## config.mk

```make
export PLATFORM = sky130hd
export DESIGN_NAME = ihtu_store
export DESIGN_NICKNAME = d
export VERILOG_FILES = /design/src/hw/rtl/interval_history_timer_unit_defines.svh /design/src/hw/rtl/ihtu_pkg.sv /design/src/hw/rtl/ihtu_store.sv
export SDC_FILE = /design/constraint.sdc
export NUM_CORES = 2
export LEC_CHECK = 0
export BUFFER_PORTS_ARGS = -buffer_cell sky130_fd_sc_hd__buf_2
export CAP_MARGIN = 40
export CORE_ASPECT_RATIO = 2
export CORE_MARGIN = 10
export CORE_UTILIZATION = 63
export CTS_CLUSTER_DIAMETER = 80
export CTS_CLUSTER_SIZE = 28
export DETAILED_ROUTE_END_ITERATION = 10
export GPL_ROUTABILITY_DRIVEN = 0
export PLACE_DENSITY_LB_ADDON = 0.12
export RECOVER_POWER = 25
export SYNTH_ARGS = -nofsm -noshare
export SYNTH_HDL_FRONTEND = slang
export SYNTH_SLANG_ARGS = --single-unit
```

## constraint.sdc

```tcl
create_clock -name clk -period 6.8 [get_ports clk]
set_input_delay 0.34 -clock clk [delete_from_list [all_inputs] [get_ports clk]]
set_output_delay 0.34 -clock clk [all_outputs]
set_load 0.02 [all_outputs]
```

## src/hw/rtl/interval_history_timer_unit_defines.svh

```systemverilog
// Assertion macros for the interval history timer unit.
// Uses the clk and rst_n signals of the including module; no other dependencies.
`ifndef INTERVAL_HISTORY_TIMER_UNIT_DEFINES_SVH
`define INTERVAL_HISTORY_TIMER_UNIT_DEFINES_SVH

// Same-cycle implication, checked outside reset.
`define IHTU_ASSERT_IMP(label, ante, cons) \
    label: assert property (@(posedge clk) disable iff (!rst_n) (ante) |-> (cons)) \
        else $error("interval history timer assertion failed");

// Next-cycle implication, checked outside reset.
`define IHTU_ASSERT_NXT(label, ante, cons) \
    label: assert property (@(posedge clk) disable iff (!rst_n) (ante) |=> (cons)) \
        else $error("interval history timer assertion failed");

`endif

```

## src/hw/rtl/ihtu_pkg.sv

```systemverilog
// Package for the interval history timer unit: sizes, kind codes and beat types.
// No dependencies; used by every module of the block.
`default_nettype none

package ihtu_pkg;

    localparam int DEPTH = 64;
    localparam int POS_W = $clog2(DEPTH);
    localparam int CNT_W = 7;
    localparam int TICK_W = 64;

    localparam logic [1:0] KIND_MARK  = 2'd0;
    localparam logic [1:0] KIND_CHECK = 2'd1;
    localparam logic [1:0] KIND_SKIP  = 2'd2;
    localparam logic [1:0] KIND_RESET = 2'd3;

    typedef struct packed {
        logic [1:0]        kind;
        logic [TICK_W-1:0] now;
    } cmd_t;

    typedef struct packed {
        logic [TICK_W-1:0] elapsed_ticks;
        logic [TICK_W-1:0] total_ticks;
        logic [TICK_W-1:0] average_ticks;
        logic [CNT_W-1:0]  mark_count;
    } result_t;

    typedef struct packed {
        logic              we;
        logic [POS_W-1:0]  waddr;
        logic [TICK_W-1:0] wdata;
        logic              re;
        logic [POS_W-1:0]  raddr;
    } store_req_t;

    typedef struct packed {
        logic              start;
        logic [TICK_W-1:0] dividend;
        logic [CNT_W-1:0]  divisor;
    } div_req_t;

    typedef struct packed {
        logic              done;
        logic [TICK_W-1:0] quotient;
    } div_rsp_t;

endpackage

`default_nettype wire

```

## src/hw/rtl/ihtu_store.sv

```systemverilog
// Mark store of the interval history timer: one write port and one registered read port.
// Depends on ihtu_pkg.
`default_nettype none

module ihtu_store (
    input  wire logic                        clk,
    input  wire ihtu_pkg::store_req_t        req,
    output logic [ihtu_pkg::TICK_W-1:0]      rd_data
);

    logic [ihtu_pkg::TICK_W-1:0] mem [ihtu_pkg::DEPTH];
    logic [ihtu_pkg::TICK_W-1:0] rd_data_reg;

    always_ff @(posedge clk)
    begin
        if (req.we)
        begin
            mem[req.waddr] <= req.wdata;
        end
        if (req.re)
        begin
            rd_data_reg <= mem[req.raddr];
        end
    end

    assign rd_data = rd_data_reg;

endmodule

`default_nettype wire

```

==> qor.txt <==
Setup Skew - 0.03801 ns
Nets - 6988
Postcts setup bufs - 0
Synthesized flop and latch total - 4160
Total GRT Usage - 0.3170
RSZ-0062 raised after global routing - false
Status - complete, but fails checks
Final hold violations - 0
Sw frac - 0.2082
Number of global-route vias before repair - 75730
Cell mode on critical path - buf_12
Die width - 373.0 um
Port Buffer Count - 142
Initial core utilization - 0.6316
Top FF cell, synth - edfxtp_1
Crit path max fanout - 69
CP Launch Type - input pin
Wire length of the first global-routing pass - 597700 um
Worst-skew pair later-pin latency - 0.91 ns
Internal power - 34.06 mW
Max reg flops - 4096
Sequential area share after synthesis - 0.7957
Clock power share - 0.279
Critical Path AT - 3.48 ns
Post-synth ARST share - 0
Root Driver - clkbuf_16
CTS buffer count - 174
Number of synthesized flops with an enable pin - 4160
HPWL after detailed placement - 243700 um
Initial DRT Pass Iterations - 8
Failing checks - capacitance limit, slew limit
Max Slew Vio Count - 2082
Worst-margin pin slew - 2.571 ns
FILL cells - 14810
Largest net degree at the start of global routing - 124
Flop pwr share - 0.663
Vias - 75360
Post-layout min period - 2.826 ns
CP bufs+invs - 3
Row count - 259
Fin crit share - 0.4156
Count of cell types in the netlist - 32
Drt drc - 0
CP required - 7.45 ns
GR Overflow Total - 0
# Max-Cap Violations - 33
Via density - 7.393
Worst hold path class - input pin to flip-flop
Peak supply drop - 317.1 uV
Critical Path Sink Type - flip-flop
Drt wl/cell - 42.03 um
Clock sink count - 4160
Hold buffers post-CTS - 50
Clock-pin slew on the worst setup and hold paths - 0.11 ns
Syn_area_per_cell - 23.79 um^2
F_max - 353.9 MHz
Post-DRT Antenna Nets - 0
Die ar. - 270800 um^2
Crit-path cells - buf_12, buf_12, buf_4, mux4_2, nor2b_1, a211oi_1, o22ai_1, and3_1
Rel. slew slack - -0.7138
# resized after CTS - 0
Logic gate share of total power - 0.058
Final WL - 428400 um
Layout cells sized above 1 - 0.2438
Sw power - 8.957 mW
Final setup margin - 3.974 ns
Initial antenna violation count - 29
Core area - 248600 um^2
Mapped Cells - 6598
Power per cell area - 254.0 nW/um^2
Ports - 143
Total chip power - 43.02 mW
DR iter-0 viols - 10920
Fin Setup TNS - 0 ns
CTS H-tree lvls - 4
P_leak - 51.51 nW
Crit path kind - input pin to flip-flop
Post-synthesis instance area - 157000 um^2
Warnings from Yosys - 0
DP Worst Slack - 2.901 ns
Die Y - 726.0 um
Clock Tree Buf Depth - 4
Mapped Nets - 6677
Slowest cell delay on critical path - 0.54 ns
Worst path slowest cell - mux4_2
Final-report setup violation count - 0
Critical path's top delay family - buffers and inverters
CTS tree - yes
Area growth syn-to-layout - 7.890%
==> worst paths after layout <==
path	from	endpoint	slack, ns	cells after the start
max	req[0]	rd_data[12]$_DFFE_PP_	3.97	8
min	req[75]	mem[30][61]$_DFFE_PP_	0.16	3
max reg2reg	mem[47][60]$_DFFE_PP_	rd_data[60]$_DFFE_PP_	4.44	5
min reg2reg	mem[60][46]$_DFFE_PP_	rd_data[46]$_DFFE_PP_	0.92	4
==> power by group through the flow <==
stage | registers (mW) | clock network, mW | logic, mW
floorplan | 29.1 | 0 | 1.32
global placement | 29.1 | 0 | 2.35
detailed placement | 29.1 | 0 | 2.50
CTS | 28.5 | 12.1 | 2.53
global route | 28.5 | 12.9 | 2.62
finish | 28.5 | 12.0 | 2.50
==> layout make-up <==
cell class	count	area, um^2	share of cell area
well taps	3262	4081	0.02410
repair buffers	505	5020	0.02964
clock inverters	5	36.28	0.0002142
diodes	17	42.54	0.0002512
clock buffers	177	4429	0.02615
inverters	19	71.32	0.0004211
flip-flops and latches	4160	124900	0.7375
multi-input cells	2049	30770	0.1817
==> per-stage QoR <==
step | cell area (um^2) | std cells | hold slack [ns] | util
3_3_place_gp | 162500 | 9829 | 0.7931 | 0.6538
3_5_place_dp | 164600 | 9926 | 0.5773 | 0.6621
6_report | 169400 | 10190 | 0.1600 | 0.6814
2_1_floorplan | 157000 | 6598 | 0.4389 | -
4_1_cts | 169500 | 10160 | 0.07599 | 0.6821
5_1_grt | 169300 | 10180 | 0.1267 | 0.6813
==> routing by layer <==
metal,up-vias,routed length (um),GRT usage
met2,4775,224200,0.5496
met1,40790,139700,0.3967
met4,16,25010,0.1474
met5,-,104,0
li1,28780,-,-
met3,1006,39360,0.04706
==> cell usage in the layout (no fill, tap or decap), types with 22 or more instances in the layout <==
master,count
or2_2,28
a22o_1,88
buf_12,89
dlygate4sd3_1,59
mux4_2,1024
buf_4,164
a22oi_1,168
or3_1,29
nor2_1,47
nor2_4,64
a211oi_1,63
o22ai_1,83
mux2i_1,135
a41oi_1,26
o221ai_1,38
and3_1,64
nor2b_1,24
clkbuf_16,177
buf_16,22
nand3_1,45
edfxtp_1,4160
nand2_1,55
clkbuf_1,73
buf_2,93
==> kinds of logic after synthesis <==
| logic type | after synthesis | share of synthesized area |
|---|---|---|
| DFF | 4160 | 0.7957 |
| muxes | 1159 | 0.1555 |
| AOI/OAI and AO/OA | 504 | 0.02467 |
| buffers and inverters | 389 | 0.01176 |
| and+or+nand+nor | 386 | 0.01235 |
==> Yosys cell counts (all sizes together) (28+ instances only) <==
cell type     n  area, um^2
a211oi       63       473.0
nor2b        28       175.2
or3          29       181.4
or2          28       175.2
buf         230        1249
nand3        45       225.2
a22oi       168        1261
mux2i       135        1351
mux4       1024       23060
nor2        112       420.4
a22o         88       770.7
edfxtp     4160      124900
o221ai       38       332.8
and3         64       400.4
nand2        58       217.7
o22ai        83       519.3
clkbuf      140       525.5
==> worst min-delay path, cell delays in order <==
cell and delay (ns):
buf_2 0.14, nand3b_1 0.21, nor2_4 0.16
(Power assumes the default switching activity.)
