===== src/hw/rtl/interval_history_timer_unit_defines.svh =====
// Assertion macros for the interval history timer unit.
// Uses the clk and rst_n signals of the including module; no other dependencies.
`ifndef INTERVAL_HISTORY_TIMER_UNIT_DEFINES_SVH
`define INTERVAL_HISTORY_TIMER_UNIT_DEFINES_SVH

// Same-cycle implication, checked outside reset.
`define IHTU_ASSERT_IMP(label, ante, cons) \
    label: assert property (@(posedge clk) disable iff (!rst_n) (ante) |-> (cons)) \
        else $error("interval history timer assertion failed");

// Next-cycle implication, checked outside reset.
`define IHTU_ASSERT_NXT(label, ante, cons) \
    label: assert property (@(posedge clk) disable iff (!rst_n) (ante) |=> (cons)) \
        else $error("interval history timer assertion failed");

`endif


===== src/hw/rtl/ihtu_pkg.sv =====
// Package for the interval history timer unit: sizes, kind codes and beat types.
// No dependencies; used by every module of the block.
`default_nettype none

package ihtu_pkg;

    localparam int DEPTH = 64;
    localparam int POS_W = $clog2(DEPTH);
    localparam int CNT_W = 7;
    localparam int TICK_W = 64;

    localparam logic [1:0] KIND_MARK  = 2'd0;
    localparam logic [1:0] KIND_CHECK = 2'd1;
    localparam logic [1:0] KIND_SKIP  = 2'd2;
    localparam logic [1:0] KIND_RESET = 2'd3;

    typedef struct packed {
        logic [1:0]        kind;
        logic [TICK_W-1:0] now;
    } cmd_t;

    typedef struct packed {
        logic [TICK_W-1:0] elapsed_ticks;
        logic [TICK_W-1:0] total_ticks;
        logic [TICK_W-1:0] average_ticks;
        logic [CNT_W-1:0]  mark_count;
    } result_t;

    typedef struct packed {
        logic              we;
        logic [POS_W-1:0]  waddr;
        logic [TICK_W-1:0] wdata;
        logic              re;
        logic [POS_W-1:0]  raddr;
    } store_req_t;

    typedef struct packed {
        logic              start;
        logic [TICK_W-1:0] dividend;
        logic [CNT_W-1:0]  divisor;
    } div_req_t;

    typedef struct packed {
        logic              done;
        logic [TICK_W-1:0] quotient;
    } div_rsp_t;

endpackage

`default_nettype wire


===== src/hw/rtl/ihtu_div.sv =====
// Radix-2 restoring divider of a 64-bit dividend by a narrow divisor, one bit per cycle.
// Depends on ihtu_pkg.
`default_nettype none

module ihtu_div (
    input  wire logic                 clk,
    input  wire logic                 rst_n,
    input  wire ihtu_pkg::div_req_t   req,
    output ihtu_pkg::div_rsp_t        rsp
);

    localparam int STEP_W = $clog2(ihtu_pkg::TICK_W + 1);

    logic [STEP_W-1:0]           step_reg, step_next;
    logic                        done_reg, done_next;
    logic [ihtu_pkg::TICK_W-1:0] dvd_reg, dvd_next;
    logic [ihtu_pkg::CNT_W-1:0]  dsr_reg, dsr_next;
    logic [ihtu_pkg::CNT_W-1:0]  rem_reg, rem_next;
    logic [ihtu_pkg::CNT_W:0]    rem_shift;
    logic                        fits;

    always_comb
    begin
        rem_shift = {rem_reg, dvd_reg[ihtu_pkg::TICK_W-1]};
        fits      = rem_shift >= {1'b0, dsr_reg};
        step_next = step_reg;
        done_next = 1'b0;
        dvd_next  = dvd_reg;
        dsr_next  = dsr_reg;
        rem_next  = rem_reg;
        if (req.start)
        begin
            step_next = STEP_W'(ihtu_pkg::TICK_W);
            dvd_next  = req.dividend;
            dsr_next  = req.divisor;
            rem_next  = '0;
        end
        else if (step_reg != '0)
        begin
            step_next = step_reg - STEP_W'(1);
            dvd_next  = {dvd_reg[ihtu_pkg::TICK_W-2:0], fits};
            rem_next  = fits ? ihtu_pkg::CNT_W'(rem_shift - {1'b0, dsr_reg})
                             : rem_shift[ihtu_pkg::CNT_W-1:0];
            done_next = step_reg == STEP_W'(1);
        end
    end

    always_ff @(posedge clk or negedge rst_n)
    begin
        if (!rst_n)
        begin
            step_reg <= '0;
            done_reg <= 1'b0;
        end
        else
        begin
            step_reg <= step_next;
            done_reg <= done_next;
        end
    end

    always_ff @(posedge clk)
    begin
        dvd_reg <= dvd_next;
        dsr_reg <= dsr_next;
        rem_reg <= rem_next;
    end

    assign rsp.done     = done_reg;
    assign rsp.quotient = dvd_reg;

endmodule

`default_nettype wire


===== config.mk =====
export PLATFORM = sky130hd
export DESIGN_NAME = ihtu_div
export DESIGN_NICKNAME = d
export VERILOG_FILES = /design/src/hw/rtl/interval_history_timer_unit_defines.svh /design/src/hw/rtl/ihtu_pkg.sv /design/src/hw/rtl/ihtu_div.sv
export SDC_FILE = /design/constraint.sdc
export NUM_CORES = 1
export LEC_CHECK = 0
export ABC_AREA = 1
export ABC_CLOCK_PERIOD_IN_PS = 3980
export BUFFER_PORTS_ARGS = -buffer_cell sky130_fd_sc_hd__buf_2
export CAP_MARGIN = 15
export CORE_MARGIN = 5
export CORE_UTILIZATION = 54
export CTS_BUF_LIST = sky130_fd_sc_hd__clkbuf_16
export DETAILED_ROUTE_END_ITERATION = 10
export GPL_TIMING_DRIVEN = 0
export PLACE_DENSITY = 0.82
export RECOVER_POWER = 25
export SYNTH_ARGS = -nofsm -noshare
export SYNTH_HDL_FRONTEND = slang
export SYNTH_SLANG_ARGS = --single-unit

===== constraint.sdc =====
create_clock -name clk -period 3.98 [get_ports clk]
set_input_delay 0.199 -clock clk [delete_from_list [all_inputs] [get_ports clk]]
set_output_delay 0.199 -clock clk [all_outputs]
set_load 0.03 [all_outputs]

==> metrics <==
post-synthesis sequential area ratio=60.80%; hold path depth=1; power per cell area=630.2 nW/um^2; dpl hpwl=7239 um; ys async rst share=9.302%; Worst Path Required=3860 ps; Synth Area in XOR/XNOR=0.6462%; pin count of the biggest net entering global routing=68; Min Hold Slack=49.98 ps; gpl congestion=0.8590; Logic pwr share=33.6%; RSZ-0062 raised after global routing=no; Die ar.=9365 um^2; fmax=0.4824 GHz; RR Endpoint=dvd_reg[32]; Worst Max-Slew Pin Slew=863.1 ps; cts bufs inserted=9; Clock transition at path regs=60 ps; cell with the most instances after synthesis=nand2_1; Max-cap violations=0; Clock power frac=25.2%; number of global-route vias before repair=3,407; Wirelength per Cell=13.78 um; max_slew headroom=42.41%; Max FO, Critical Path=67; dominant synthesized flop cell=edfxtp_1; first-pass GRT wire length=16,110 um; area share of fa/ha/maj cells after synthesis=3.262%; sw power=1220 uW; EDFF count, synth=71; gr ovfl total=0; Mapped Cells=456; Synth Area in Compound Gates=2.154%; Slew Viols, Final=0; layout cells sized above 1=20.62%; cts repair resizes=0; leading area contributor after synthesis=edfxtp_1; # DRC=0; Yosys warning count=0; Total GRT Usage=21.19%; drt total wl=9783 um; Final Hold Viols=0; top cells by area, synth=edfxtp_1, nand2_1, dfrtp_1; placement row count=31; worst hold endpoint=dsr_reg[0]; DR vias=3,442; endpoint type of the worst setup path=flip-flop; antenna viol nets, final=0; Ports=139; drt first pass iters=6; Simple-Gate Fraction of Synth Area=27.85%; WS Path Type=reg2reg; Ant. Diodes=0; sequential share of power=41.1%; internal power=2021 uW; final critical-path required period=2073 ps; R2R setup slack=1910 ps; setup violators final=0; max reg flops=64; Die W=96.78 um; VDD IR max=0.3257 mV; starting DRC count in detailed routing=159; clock skew=6.503 ps; Hold Crit Class=in2reg; Synth cell types=25; worst skew pair latency=330 ps; Crit Reg-Reg Startpoint=step_reg[0]; CTS Sinks=86; die outline height=96.78 um; initial antenna violation count=0; fin crit share=52.09%; post-synthesis mux area share=0%; initial core utilization=55.77%; # nets final=690; Pleak=0.002647 uW; synth cell count leaders=nand2_1, edfxtp_1, inv_1; core area=7292 um^2; Reg2Reg Depth=5; CTS tree=built; status=finished clean; post-synth top area share=52.43%; cell at the root of the clock tree=clkbuf_16; fin util=70.52%; critical path launch point type=flip-flop; Port Buf Inserts=138; largest family of logic cells by synthesized area=simple AND/OR/NAND/NOR gates; Clock Tree Buf Depth=2; Layout area overhead=26.46%; setup bufs post-CTS=0; Syn Area/Cell=8.918 um^2; H-tree levels=3; Worst Path Arrival=1960 ps; Net Sw Frac=37.65%; Synth Register Bits=86; DR vias/cell=4.848; Worst Min Path Start=req[0]; Post-Syn Area=4066 um^2; Synth Net Count=540; Setup TNS=0 ps; Final Total Pwr=3241 uW
worst max-delay path by stage:
stage | startpoint | cells after the start | end | slack, ps
after floorplan | step_reg[0] | 5 | dvd_reg[0] | 1250
after global placement | step_reg[0] | 5 | dvd_reg[37] | 490
after detailed placement | req[71] | 7 | rem_reg[3] | 1850
after CTS | step_reg[0] | 6 | step_reg[1] | 1900
after global routing | dvd_reg[63] | 14 | rem_reg[2] | 1750
final | step_reg[0] | 5 | dvd_reg[32] | 1910
stage by stage:
| stage | cell area, um^2 | instances | worst slack (ps) |
|---|---|---|---|
| global placement | 4881 | 693 | 489.3 |
| floorplan | 4066 | 456 | 1248 |
| CTS | 5189 | 710 | 1901 |
| finish | 5142 | 710 | 1907 |
| detailed placement | 4888 | 693 | 1851 |
| global route | 5142 | 710 | 1748 |
power by group through the flow:
stage	Sequential, uW	Clock, uW	Combinational, uW
finish	1330	818	1090
floorplan	1570	0	556
global route	1360	875	1210
global placement	1340	0	1060
CTS	1330	833	1110
detailed placement	1340	0	1090
kinds of logic after synthesis:
family                     Yosys count
and+or+nand+nor                    288
DFF                                 86
buffers and inverters               54
AOI/OAI and AO/OA                   15
adders and majority gates           10
xor gates and xnor gates             3
layout make-up:
cell class	instances	area (um^2)
Clock inverter	7	65.06
Fill cell	591	2150
Inverter	37	138.9
Tap cell	99	123.9
Timing Repair Buffer	139	654.4
Multi-Input combinational cell	316	1386
Clock buffer	9	225.2
Sequential cell	86	2472
Buffer	17	76.32
layer usage:
metal / up-vias / track usage [%] / wire length, um
li1: 1754 / - / -
met1: 1553 / 26.81 / 4133
met2: 125 / 34.34 / 4696
met3: 10 / 7.050 / 805
met4: 0 / 7.019 / 147
met5: - / 0 / 0
placed cells by master, fill, tap and decap left out, types with 2 or more instances in the layout:
cell | synthesis | final
ha_1 | 9 | 9
nand2_1 | 240 | 239
a21oi_1 | 7 | 7
nor3_1 | 4 | 4
clkinvlp_4 | 0 | 2
edfxtp_1 | 71 | 71
dfxtp_1 | 7 | 7
inv_1 | 36 | 37
nand3_1 | 15 | 15
xor2_1 | 2 | 2
clkbuf_1 | 11 | 48
nand4_1 | 4 | 4
o21ai_0 | 6 | 6
buf_2 | 4 | 105
clkbuf_16 | 0 | 9
dfrtp_1 | 8 | 8
clkinv_1 | 1 | 3
buf_4 | 2 | 2
nor2_1 | 21 | 21
critical path, cell delays in order (launching register included):
cell and delay [ps]:
dfrtp_1 410, inv_1 90, ha_1 180, nand2_1 150, nor2_4 270, nand2_4 510
timing repair:
action                     in CTS  in global routing
hold endpoints to repair        8                  0
hold buffers                    1                  0
setup endpoints to repair       0                  0
Note: power is estimated with default switching activity, not from simulation.
